### src/hw/rtl/srsc_pkg.sv
// Shared constants, types and angle helpers for the rudder and sail command core.
package srsc_pkg;

    localparam int HEAD_W  = 12;   // heading, tenths of degree
    localparam int ANGLE_W = 11;   // folded angle 0..1800
    localparam int POS_W   = 8;    // servo position
    localparam int HALF_W  = 7;    // rudder offset, at most 90
    localparam int ADDR_W  = 5;    // eight registers at 4-byte steps
    localparam int DATA_W  = 32;

    localparam logic [HEAD_W-1:0]  FULL_TURN  = 12'd3600;
    localparam logic [HEAD_W-1:0]  HALF_TURN  = 12'd1800;

    localparam logic [POS_W-1:0]   TRIM_CLOSE = 8'd220;
    localparam logic [POS_W-1:0]   TRIM_BEAM  = 8'd150;
    localparam logic [POS_W-1:0]   TRIM_BROAD = 8'd70;

    // err / 20 as (err * DIV20_MUL) >> DIV20_SHIFT, exact for err below 2048
    localparam int                 DIV20_SHIFT = 16;
    localparam logic [11:0]        DIV20_MUL   = 12'd3277;

    localparam logic [ANGLE_W-1:0] RST_DEAD_ANGLE  = 11'd450;
    localparam logic [POS_W-1:0]   RST_RUD_NEUTRAL = 8'd130;
    localparam logic [POS_W-1:0]   RST_RUD_MIN     = 8'd50;
    localparam logic [POS_W-1:0]   RST_RUD_MAX     = 8'd230;
    localparam logic [POS_W-1:0]   RST_SAIL_MIN    = 8'd80;
    localparam logic [POS_W-1:0]   RST_SAIL_MAX    = 8'd220;
    localparam logic [ANGLE_W-1:0] RST_CLOSE_LIM   = 11'd750;
    localparam logic [ANGLE_W-1:0] RST_BEAM_LIM    = 11'd1100;

    typedef enum logic [2:0] {
        REG_DEAD_ANGLE  = 3'd0,
        REG_RUD_NEUTRAL = 3'd1,
        REG_RUD_MIN     = 3'd2,
        REG_RUD_MAX     = 3'd3,
        REG_SAIL_MIN    = 3'd4,
        REG_SAIL_MAX    = 3'd5,
        REG_CLOSE_LIM   = 3'd6,
        REG_BEAM_LIM    = 3'd7
    } t_reg_idx;

    typedef struct packed {
        logic               side;
        logic [ANGLE_W-1:0] angle;
    } t_fold;

    // Headings 3600..4095 come back into range by one subtraction.
    function automatic logic [HEAD_W-1:0] norm_heading(input logic [HEAD_W-1:0] h);
        logic [HEAD_W-1:0] r;
        r = (h >= FULL_TURN) ? (h - FULL_TURN) : h;
        return r;
    endfunction

    // Folded angle from b to a; side is 1 when a lies clockwise of b.
    function automatic t_fold fold_angle(input logic [HEAD_W-1:0] a,
                                         input logic [HEAD_W-1:0] b);
        logic [HEAD_W-1:0] d;
        logic              s;
        logic [HEAD_W-1:0] f;
        t_fold             r;
        if (a > b) begin
            d = a - b;
            s = 1'b1;
        end else begin
            d = b - a;
            s = 1'b0;
        end
        if (d > HALF_TURN) begin
            f = FULL_TURN - d;
            s = ~s;
        end else begin
            f = d;
        end
        r.side  = s;
        r.angle = f[ANGLE_W-1:0];
        return r;
    endfunction

endpackage

### src/hw/rtl/sailboat_rudder_sail_command_core.sv
// Top level: rudder and sail servo command pipeline with APB register bank.
//
//  channel   | direction | handshake               | payload
//  ----------+-----------+-------------------------+---------------------------------
//  s_axis    | in        | tvalid / tready         | tdata[39:0] boat, target, wind
//  m_axis    | out       | tvalid / tready         | tdata[23:0] rudder, sail, flags
//  apb       | in        | psel, penable, pwrite   | paddr[4:0], pwdata, prdata
//
//  Three register stages (input, course, result): an accepted item passes
//  through all three before it shows on m_axis; one item can enter every
//  cycle while m_axis is not stalled. Folds and course forcing sit in the
//  first stage; error fold, rudder offset and the sail multiplier in the second.
//  Each stage moves on when the one after it is empty or moving, so a stalled
//  output only holds back the items behind it; bubbles still fill up.
//  Synchronous active-low reset clears stage valid bits and loads the register
//  defaults; the pipeline payload is not reset. pready is tied high.
module sailboat_rudder_sail_command_core (
    input  logic                           i_clk,
    input  logic                           i_rst_n,
    // s_axis_tdata: boat_heading[11:0], target_heading[23:12],
    //               wind_direction[35:24], zero[39:36]
    input  logic                           s_axis_tvalid,
    output logic                           s_axis_tready,
    input  logic [39:0]                    s_axis_tdata,
    // m_axis_tdata: rudder_position[7:0], sail_position[15:8],
    //               turn_right[16], tacking[17], zero[23:18]
    output logic                           m_axis_tvalid,
    input  logic                           m_axis_tready,
    output logic [23:0]                    m_axis_tdata,
    input  logic                           psel,
    input  logic                           penable,
    input  logic                           pwrite,
    input  logic [srsc_pkg::ADDR_W-1:0]    paddr,
    input  logic [srsc_pkg::DATA_W-1:0]    pwdata,
    output logic [srsc_pkg::DATA_W-1:0]    prdata,
    output logic                           pready
);
    import srsc_pkg::*;

    // ---------------- register bank ----------------
    logic [ANGLE_W-1:0] r_dead_angle;
    logic [POS_W-1:0]   r_rud_neutral;
    logic [POS_W-1:0]   r_rud_min;
    logic [POS_W-1:0]   r_rud_max;
    logic [POS_W-1:0]   r_sail_min;
    logic [POS_W-1:0]   r_sail_max;
    logic [ANGLE_W-1:0] r_close_lim;
    logic [ANGLE_W-1:0] r_beam_lim;

    logic     cfg_wr;
    t_reg_idx cfg_idx;

    assign pready  = 1'b1;
    assign cfg_wr  = psel & penable & pwrite & pready;
    assign cfg_idx = t_reg_idx'(paddr[ADDR_W-1:2]);

    always_ff @(posedge i_clk) begin
        if (!i_rst_n) begin
            r_dead_angle  <= RST_DEAD_ANGLE;
            r_rud_neutral <= RST_RUD_NEUTRAL;
            r_rud_min     <= RST_RUD_MIN;
            r_rud_max     <= RST_RUD_MAX;
            r_sail_min    <= RST_SAIL_MIN;
            r_sail_max    <= RST_SAIL_MAX;
            r_close_lim   <= RST_CLOSE_LIM;
            r_beam_lim    <= RST_BEAM_LIM;
        end else if (cfg_wr) begin
            unique case (cfg_idx)
                REG_DEAD_ANGLE:  r_dead_angle  <= pwdata[ANGLE_W-1:0];
                REG_RUD_NEUTRAL: r_rud_neutral <= pwdata[POS_W-1:0];
                REG_RUD_MIN:     r_rud_min     <= pwdata[POS_W-1:0];
                REG_RUD_MAX:     r_rud_max     <= pwdata[POS_W-1:0];
                REG_SAIL_MIN:    r_sail_min    <= pwdata[POS_W-1:0];
                REG_SAIL_MAX:    r_sail_max    <= pwdata[POS_W-1:0];
                REG_CLOSE_LIM:   r_close_lim   <= pwdata[ANGLE_W-1:0];
                REG_BEAM_LIM:    r_beam_lim    <= pwdata[ANGLE_W-1:0];
                default: ;
            endcase
        end
    end

    always_comb begin
        prdata = '0;
        unique case (cfg_idx)
            REG_DEAD_ANGLE:  prdata[ANGLE_W-1:0] = r_dead_angle;
            REG_RUD_NEUTRAL: prdata[POS_W-1:0]   = r_rud_neutral;
            REG_RUD_MIN:     prdata[POS_W-1:0]   = r_rud_min;
            REG_RUD_MAX:     prdata[POS_W-1:0]   = r_rud_max;
            REG_SAIL_MIN:    prdata[POS_W-1:0]   = r_sail_min;
            REG_SAIL_MAX:    prdata[POS_W-1:0]   = r_sail_max;
            REG_CLOSE_LIM:   prdata[ANGLE_W-1:0] = r_close_lim;
            REG_BEAM_LIM:    prdata[ANGLE_W-1:0] = r_beam_lim;
            default:         prdata = '0;
        endcase
    end

    // ---------------- stage flow control ----------------
    logic r_v1, r_v2, r_v3;
    logic en1, en2, en3;

    assign en3 = ~r_v3 | m_axis_tready;
    assign en2 = ~r_v2 | en3;
    assign en1 = ~r_v1 | en2;
    assign s_axis_tready = en1;

    always_ff @(posedge i_clk) begin
        if (!i_rst_n) begin
            r_v1 <= 1'b0;
            r_v2 <= 1'b0;
            r_v3 <= 1'b0;
        end else begin
            if (en1) r_v1 <= s_axis_tvalid;
            if (en2) r_v2 <= r_v1;
            if (en3) r_v3 <= r_v2;
        end
    end

    // ---------------- input register ----------------
    logic [HEAD_W-1:0] r_boat, r_target, r_wind;

    always_ff @(posedge i_clk) begin
        if (en1 && s_axis_tvalid) begin
            r_boat   <= s_axis_tdata[11:0];
            r_target <= s_axis_tdata[23:12];
            r_wind   <= s_axis_tdata[35:24];
        end
    end

    // ---------------- stage A: wind fold, course, trim band ----------------
    logic [HEAD_W-1:0] boat_n, target_n, wind_n;
    t_fold             wt_fold;
    logic [HEAD_W:0]   course_up, course_dn;
    logic [HEAD_W-1:0] n_course;
    logic              n_tacking;
    logic [POS_W-1:0]  n_trim;

    assign boat_n   = norm_heading(r_boat);
    assign target_n = norm_heading(r_target);
    assign wind_n   = norm_heading(r_wind);
    assign wt_fold  = fold_angle(target_n, wind_n);

    assign course_up = {1'b0, wind_n} + {2'b00, r_dead_angle};
    assign course_dn = {1'b0, wind_n} - {2'b00, r_dead_angle};

    always_comb begin
        n_tacking = (wt_fold.angle < r_dead_angle);
        if (!n_tacking) begin
            n_course = target_n;
        end else if (wt_fold.side) begin
            // one wrap is enough: wind below 3600, dead angle below 2048
            n_course = (course_up >= {1'b0, FULL_TURN}) ?
                       12'(course_up - {1'b0, FULL_TURN}) : course_up[HEAD_W-1:0];
        end else begin
            n_course = course_dn[HEAD_W] ?
                       12'(course_dn + {1'b0, FULL_TURN}) : course_dn[HEAD_W-1:0];
        end

        // first test wins when the limits are inverted
        if (wt_fold.angle < r_close_lim)
            n_trim = TRIM_CLOSE;
        else if (wt_fold.angle <= r_beam_lim)
            n_trim = TRIM_BEAM;
        else
            n_trim = TRIM_BROAD;
    end

    logic [HEAD_W-1:0] r_boat_a, r_course;
    logic              r_tacking_a;
    logic [POS_W-1:0]  r_trim;

    always_ff @(posedge i_clk) begin
        if (en2 && r_v1) begin
            r_boat_a    <= boat_n;
            r_course    <= n_course;
            r_tacking_a <= n_tacking;
            r_trim      <= n_trim;
        end
    end

    // ---------------- stage B: heading error, rudder, sail ----------------
    t_fold                      err_fold;
    logic [ANGLE_W+11:0]        half_prod;
    logic [HALF_W-1:0]          half;
    logic [POS_W:0]             rud_up, rud_dn;
    logic [POS_W-1:0]           n_rudder;

    assign err_fold  = fold_angle(r_course, r_boat_a);
    // floor(floor(err/10)/2) == floor(err/20)
    assign half_prod = err_fold.angle * DIV20_MUL;
    assign half      = half_prod[DIV20_SHIFT +: HALF_W];

    assign rud_up = {1'b0, r_rud_neutral} + {2'b00, half};
    assign rud_dn = {1'b0, r_rud_neutral} - {2'b00, half};

    always_comb begin
        if (err_fold.side) begin
            n_rudder = (rud_up > {1'b0, r_rud_max}) ? r_rud_max : rud_up[POS_W-1:0];
        end else begin
            n_rudder = ($signed(rud_dn) < $signed({1'b0, r_rud_min})) ?
                       r_rud_min : rud_dn[POS_W-1:0];
        end
    end

    // sail_min + (sail_max - sail_min) * trim / 256, truncated toward zero
    logic signed [POS_W:0]     sail_span;
    logic signed [2*POS_W+1:0] sail_prod;
    logic signed [2*POS_W+1:0] sail_adj;
    logic signed [POS_W+1:0]   sail_q;
    logic signed [POS_W+1:0]   sail_sum;
    logic [POS_W-1:0]          n_sail;

    assign sail_span = $signed({1'b0, r_sail_max}) - $signed({1'b0, r_sail_min});
    assign sail_prod = sail_span * $signed({1'b0, r_trim});
    assign sail_adj  = sail_prod[2*POS_W+1] ? (sail_prod + 18'sd255) : sail_prod;
    assign sail_q    = sail_adj[2*POS_W+1:POS_W];
    assign sail_sum  = sail_q + $signed({2'b00, r_sail_min});

    always_comb begin
        if (sail_sum[POS_W+1])
            n_sail = '0;
        else if (sail_sum[POS_W])
            n_sail = 8'hFF;
        else
            n_sail = sail_sum[POS_W-1:0];
    end

    // ---------------- result register ----------------
    logic [POS_W-1:0] r_rudder, r_sail;
    logic             r_right, r_tacking;

    always_ff @(posedge i_clk) begin
        if (en3 && r_v2) begin
            r_rudder  <= n_rudder;
            r_sail    <= n_sail;
            r_right   <= err_fold.side;
            r_tacking <= r_tacking_a;
        end
    end

    assign m_axis_tvalid = r_v3;
    assign m_axis_tdata  = {6'b0, r_tacking, r_right, r_sail, r_rudder};

endmodule

### config.mk
export PLATFORM = sky130hd
export DESIGN_NAME = sailboat_rudder_sail_command_core
export DESIGN_NICKNAME = d
export VERILOG_FILES = /design/src/hw/rtl/srsc_pkg.sv /design/src/hw/rtl/sailboat_rudder_sail_command_core.sv
export SDC_FILE = /design/constraint.sdc
export NUM_CORES = 1
export LEC_CHECK = 0
export ABC_AREA = 1
export BUFFER_PORTS_ARGS = -buffer_cell sky130_fd_sc_hd__buf_2
export CAP_MARGIN = 20
export CORE_ASPECT_RATIO = 1.5
export CORE_MARGIN = 5
export CORE_UTILIZATION = 55
export CTS_BUF_LIST = sky130_fd_sc_hd__clkbuf_16
export DETAILED_ROUTE_END_ITERATION = 8
export PLACE_DENSITY = 0.83
export SKIP_CTS_REPAIR_TIMING = 1
export SLEW_MARGIN = 20
export SYNTH_ARGS = -nofsm -noshare
export SYNTH_HDL_FRONTEND = slang
export SYNTH_SLANG_ARGS = --single-unit
### constraint.sdc
create_clock -name i_clk -period 15.54 [get_ports i_clk]
set_input_delay 0 -clock i_clk [delete_from_list [all_inputs] [get_ports i_clk]]
set_output_delay 0 -clock i_clk [all_outputs]
set_load 0.02 [all_outputs]
==> flow_summary.yaml, run 1 <==
route:
  ant_nets: 0
  viasPerCell: 5.46
  drt-total-wl_um: 47800
  first_iter_violations: 1120
  dr.pass1.iters: 6
  via_count: 16412
  drc: 0
  post_drt_wl_per_cell_um: 15.9
floorplan:
  dieArea_um2: 37500
  core_area_um2: 33300
  fp-row-count: 82
  initial_core_util_pct: 55.6
  die_width_um: 160
  die_h_um: 235
  io_pins: 143
sta:
  clock.fmax_mhz: 92.0
  min_period_ns: 10.87
  fin_worst_skew_ns: 0.00953
  finalMaxSlewViolations: 0
  tightest_slew_ns: 1.09
  relSlewSlack_pct: 27.2
  rsz0062_at_grt: "false"
  setup_viol: 0
  hold_viol_final: 0
  fin_crit_sh_pct: 69.9
  final.setup.tns_ns: 0
synthesis:
  synthArstFlopShare_pct: 0
  synth_area_um2: 18500
  ys_ff_latch: 159
  synth_edf_count: 83
  synth_cells: 2456
  synth_top_area_share_pct: 18.2
  synth-seq-area-share_pct: 21.7
  synth_flop_cell: "edfxtp_1"
  post_synth_num_cell_types: 63
  synth_top_cell_by_area: "ha_1"
  synth_area_leaders: "ha_1, edfxtp_1, inv_1"
  yosysWarnings: 0
  syn_avg_cell_area_um2: 7.54
final_layout:
  syn2layout_area_growth_pct: 9.64
  nets: 3009
  layout_common_cells: "inv_1, nand2_1, ha_1"
  antennaDiodeCount: 0
  final_common_cell: "inv_1"
  n_fill_cell: 2853
  post_route_cells_drive_above_1_share_pct: 7.27
clock_tree:
  clock_path_buffers: 2
  cts_tree: "built"
  cts_sinks: 159
  numCtsBuffers: 17
  cts.htree.levels: 4
  clk_latency_ns: 0.45
  path_clk_slew_ns: 0.07
  ctsRootBufferMaster: "clkbuf_16"
grt:
  grt_pass1_vias: 16311
  grt_pass1_wl_um: 76800
  gr-usage-all-layers_pct: 24.7
  grt_max_degree: 65
  antenna_found_initial: 0
  grt_overflow: 0
min_path:
  min-delay-start: "paddr[4]"
  hold_end: "r_sail_min[6]"
  hold_path_class: "in2reg"
  holdPathStages: 4
critical_path:
  crit_arrival_ns: 11.10
  worstReg2RegStart: "r_course[0]"
  crit_start: "r_course[0]"
  slowest_delay_ns: 0.73
  slowest_stage: "o21ai_1"
  endpoint_kind: "register"
  worstReg2RegEnd: "r_rudder[7]"
  crit_type: "reg2reg"
  cp-start-kind: "register"
  critPathRequiredTime_ns: 15.77
  crit_path_max_fanout: 16
  rrSetupSlack_ns: 4.67
  rr_worst_depth: 49
  crit_top_cell: "inv_1"
flow_run:
  max_cap_violations: 0
placed_design:
  portBuffers: 87
  hpwl_um: 39100
  place_congestion: 0.978
outcome:
  status: "finished clean"
-- kinds of logic (layout without fill, tap and decap cells) --
logic type / count (synthesis) / count (layout) / synth area share [%]
AO/OA/AOI/OAI: 441 / 441 / 13.7
XOR/XNOR: 126 / 126 / 6.18
adder cells (fa/ha/maj): 351 / 351 / 27.0
buffers and inverters: 550 / 655 / 12.0
flip-flops: 159 / 159 / 21.7
multiplexers: 1 / 1 / 0.0540
other: 2 / 28 / 0.0405
AND/OR/NAND/NOR: 826 / 826 / 19.5
-- state kept, by name (all words and copies together), names as in the netlist, 11 cells and up --
name          flops
r_dead_angle     11
r_boat           12
r_wind           12
r_target         12
r_course         12
r_boat_a         12
r_close_lim      11
r_beam_lim       11
-- critical path, delay by kind of cell (launching register included) --
| family | cells | cell delay [ns] |
|---|---|---|
| xor gates and xnor gates | 2 | 0.53 |
| and+or+nand+nor | 17 | 2.09 |
| AOI/OAI and AO/OA | 12 | 2.88 |
| buffers and inverters | 8 | 0.64 |
| adders and majority gates | 10 | 4.13 |
| DFF | 1 | 0.39 |
-- area by class of cell --
class	count	area (um^2)	share of cell area, %
Tap cell	420	526	2.59
Clock buffer	18	450	2.22
Clock inverter	14	145	0.714
Sequential cell	159	4010	19.8
Multi-Input combinational cell	1773	12400	61.0
Timing Repair Buffer	140	963	4.74
Inverter	483	1820	8.95
-- routing by layer --
layer	track usage (%)	up-vias	part of all wire, %
met3	3.42	145	5.1
li1	-	8154	-
met5	0	-	0
met1	26.4	7511	37
met2	47.1	602	53
met4	12.5	0	5.1
-- how the worst max path moves through the flow --
stage | endpoint | depth (start not counted)
final | r_rudder[7] | 49
after global routing | r_rudder[0] | 50
after CTS | r_rudder[7] | 49
after detailed placement | r_rudder[7] | 49
after global placement | r_rudder[7] | 49
after floorplan | r_rudder[5] | 53
-- cells in the mapped netlist, types with 3 or more instances --
| cell | n |
|---|---|
| nand2_2 | 9 |
| and2_1 | 3 |
| nor3_1 | 19 |
| o221ai_1 | 3 |
| nor2_2 | 7 |
| nand2_4 | 7 |
| o2111ai_1 | 6 |
| inv_1 | 469 |
| nand3_2 | 5 |
| xor2_1 | 106 |
| ha_1 | 270 |
| o21ai_1 | 14 |
| a221oi_1 | 12 |
| xnor2_1 | 16 |
| a211oi_1 | 5 |
| o21ai_0 | 122 |
| o21bai_1 | 17 |
| or2_2 | 9 |
| nand3b_1 | 4 |
| a21oi_1 | 184 |
| clkinv_1 | 3 |
| edfxtp_1 | 83 |
| clkbuf_1 | 23 |
| nand2_1 | 430 |
| inv_2 | 10 |
| fa_1 | 81 |
| buf_2 | 11 |
| nand4_1 | 16 |
| o211ai_1 | 33 |
| a21o_1 | 8 |
| dfxtp_1 | 76 |
| buf_4 | 31 |
| a31oi_1 | 3 |
| nor2_1 | 171 |
| nor4_1 | 8 |
| xor2_2 | 3 |
| o31ai_1 | 4 |
| o21a_1 | 5 |
| nand3_1 | 124 |
| o22ai_1 | 16 |
| nor2_4 | 3 |
-- per-stage QoR --
step | instance area (um^2) | worst slack [ns] | hold slack, ns | cells | util (%)
after CTS | 19800 | 4.59 | -0.294 | 2958 | 59.5
after floorplan | 18600 | 6.21 | 0.0989 | 2482 | -
after global routing | 20300 | 3.81 | 0.0930 | 3007 | 60.9
final | 20300 | 4.67 | 0.0659 | 3007 | 60.9
after global placement | 19200 | 5.03 | 0.176 | 2925 | 57.6
after detailed placement | 19200 | 4.63 | 0.178 | 2926 | 57.7
Power of run 1 is not shown: default switching activity piles up to over one toggle a cycle in this logic, so the estimate is an artifact.
==> run 2, diff against run 1 <==
--- a/config.mk
+++ b/config.mk
@@ -13,7 +13,7 @@
 export CORE_UTILIZATION = 55
 export CTS_BUF_LIST = sky130_fd_sc_hd__clkbuf_16
 export DETAILED_ROUTE_END_ITERATION = 8
-export PLACE_DENSITY = 0.83
+export PLACE_DENSITY = 0.86
 export SKIP_CTS_REPAIR_TIMING = 1
 export SLEW_MARGIN = 20
 export SYNTH_ARGS = -nofsm -noshare
==> constraint.sdc (replaced) <==
create_clock -name i_clk -period 8.8 [get_ports i_clk]
set_input_delay 0 -clock i_clk [delete_from_list [all_inputs] [get_ports i_clk]]
set_output_delay 0 -clock i_clk [all_outputs]
set_load 0.02 [all_outputs]
==> run 2 against run 1 <==
The run now ends with setup timing left. Via count is 7.2% higher. Routed wire length is 12% higher. Clock skew is 0.00089 ns higher. Final cell count is 4.9% higher. First-iteration DRC count is 7.7% higher. Register-to-register slack worse by 5.2 ns. Setup slack worse by 5.2 ns. Count of clock-buffer cells in the layout stayed put. Sequential cell count stayed put. Sequential share of layout area is 1.5 points lower. Final area is 8.5% higher. Core utilization is 5.2 points higher. Critical endpoint unchanged. Largest cell class unchanged.
==> flow_summary.yaml, run 2 (synthesis results as in run 1) <==
outcome:
  status: "finished with violations"
  failed_checks: "setup timing"
critical_path:
  cp-start-kind: "register"
  crit_family: "adder cells"
  crit_arrival_ns: 9.49
  critPathRequiredTime_ns: 8.94
  rr_worst_depth: 48
  slowest_delay_ns: 0.59
  worstReg2RegStart: "r_course[3]"
  endpoint_kind: "register"
  crit_type: "reg2reg"
  path_buf_inv: 10
  slowest_stage: "fa_1"
  crit_top_cell: "ha_4"
  crit_path_max_fanout: 7
  rrSetupSlack_ns: -0.55
  worstReg2RegEnd: "r_rudder[7]"
route:
  via_count: 17595
  ant_nets: 0
  post_drt_wl_per_cell_um: 17.0
  dr.pass1.iters: 9
  drc: 0
  drt-total-wl_um: 53700
  first_iter_violations: 1206
  viasPerCell: 5.58
sta:
  finalMaxSlewViolations: 0
  fin_worst_skew_ns: 0.0104
  fin_crit_sh_pct: 106
  relSlewSlack_pct: 27.1
  tightest_slew_ns: 1.09
  setup_viol: 8
  clock.fmax_mhz: 107
  hold_viol_final: 0
  rsz0062_at_grt: "true"
  worst_slack_ns: -0.549
  final.setup.tns_ns: -3.59
  min_period_ns: 9.35
clock_tree:
  cts_sinks: 159
  ctsRootBufferMaster: "clkbuf_16"
  cts.htree.levels: 4
  clk_latency_ns: 0.43
  path_clk_slew_ns: 0.07
  clock_path_buffers: 2
  cts_tree: "built"
  numCtsBuffers: 17
min_path:
  min-delay-start: "paddr[4]"
  holdPathStages: 4
  hold_path_class: "in2reg"
  hold_end: "r_sail_min[6]"
floorplan:
  fp-row-count: 82
  die_h_um: 235
  initial_core_util_pct: 55.6
  io_pins: 143
  dieArea_um2: 37500
  core_area_um2: 33300
  die_width_um: 160
final_layout:
  antennaDiodeCount: 0
  layout_common_cells: "inv_1, nand2_1, ha_1"
  final_cell_area_um2: 22000
  post_route_cells_drive_above_1_share_pct: 16.0
  nets: 3155
  instances_no_fill: 3153
  final_common_cell: "inv_1"
  syn2layout_area_growth_pct: 18.9
flow_run:
  max_cap_violations: 0
placed_design:
  dpl_cell_area_um2: 20300
  dp_slack_ns: -0.504
  hpwl_um: 42500
  place_congestion: 0.983
  portBuffers: 87
  place_inst: 3054
grt:
  grt_overflow: 0
  gr-usage-all-layers_pct: 26.5
  grt_pass1_vias: 17593
  grt_pass1_wl_um: 82100
  grt_max_degree: 65
  antenna_found_initial: 0
-- run 2: worst max-delay path by stage --
| stage | from | endpoint | slack [ns] | cells past startpoint |
|---|---|---|---|---|
| CTS | r_course[0] | r_rudder[5] | -0.52 | 50 |
| finish | r_course[3] | r_rudder[7] | -0.55 | 48 |
| global placement | r_course[3] | r_rudder[7] | -0.19 | 51 |
| detailed placement | r_course[0] | r_rudder[5] | -0.50 | 53 |
| global route | r_course[0] | r_rudder[5] | -0.92 | 52 |
| floorplan | r_course[0] | r_rudder[5] | 0.001 | 52 |
-- run 2: worst min-delay path, stage by stage --
cell     delay [ns]
buf_2          0.13
nand2_1        0.12
nor2_1         0.10
o21ai_0        0.13
-- run 2: layout make-up --
class | instances | area, um^2
repair buffers | 284 | 2110
inverters | 483 | 1830
well taps | 420 | 526
clock inverters | 14 | 101
fillers | 2589 | 11300
multi-input cells | 1775 | 13000
clock buffers | 18 | 450
flip-flops and latches | 159 | 4010
-- run 2: per-stage QoR --
| step | util (%) | hold slack [ns] |
|---|---|---|
| after floorplan | - | 0.0989 |
| after global placement | 60.9 | 0.177 |
| after detailed placement | 60.9 | 0.178 |
| after CTS | 62.5 | -0.275 |
| after global routing | 66.1 | 0.122 |
| final | 66.1 | 0.0880 |
-- run 2: per-layer routing --
metal / part of all wire (%) / track usage, %
met3: 5.4 / 4.05
met4: 7.3 / 17.5
met5: 0 / 0
met1: 36 / 28.0
met2: 51 / 48.4
Power of run 2 is left out for the same reason.
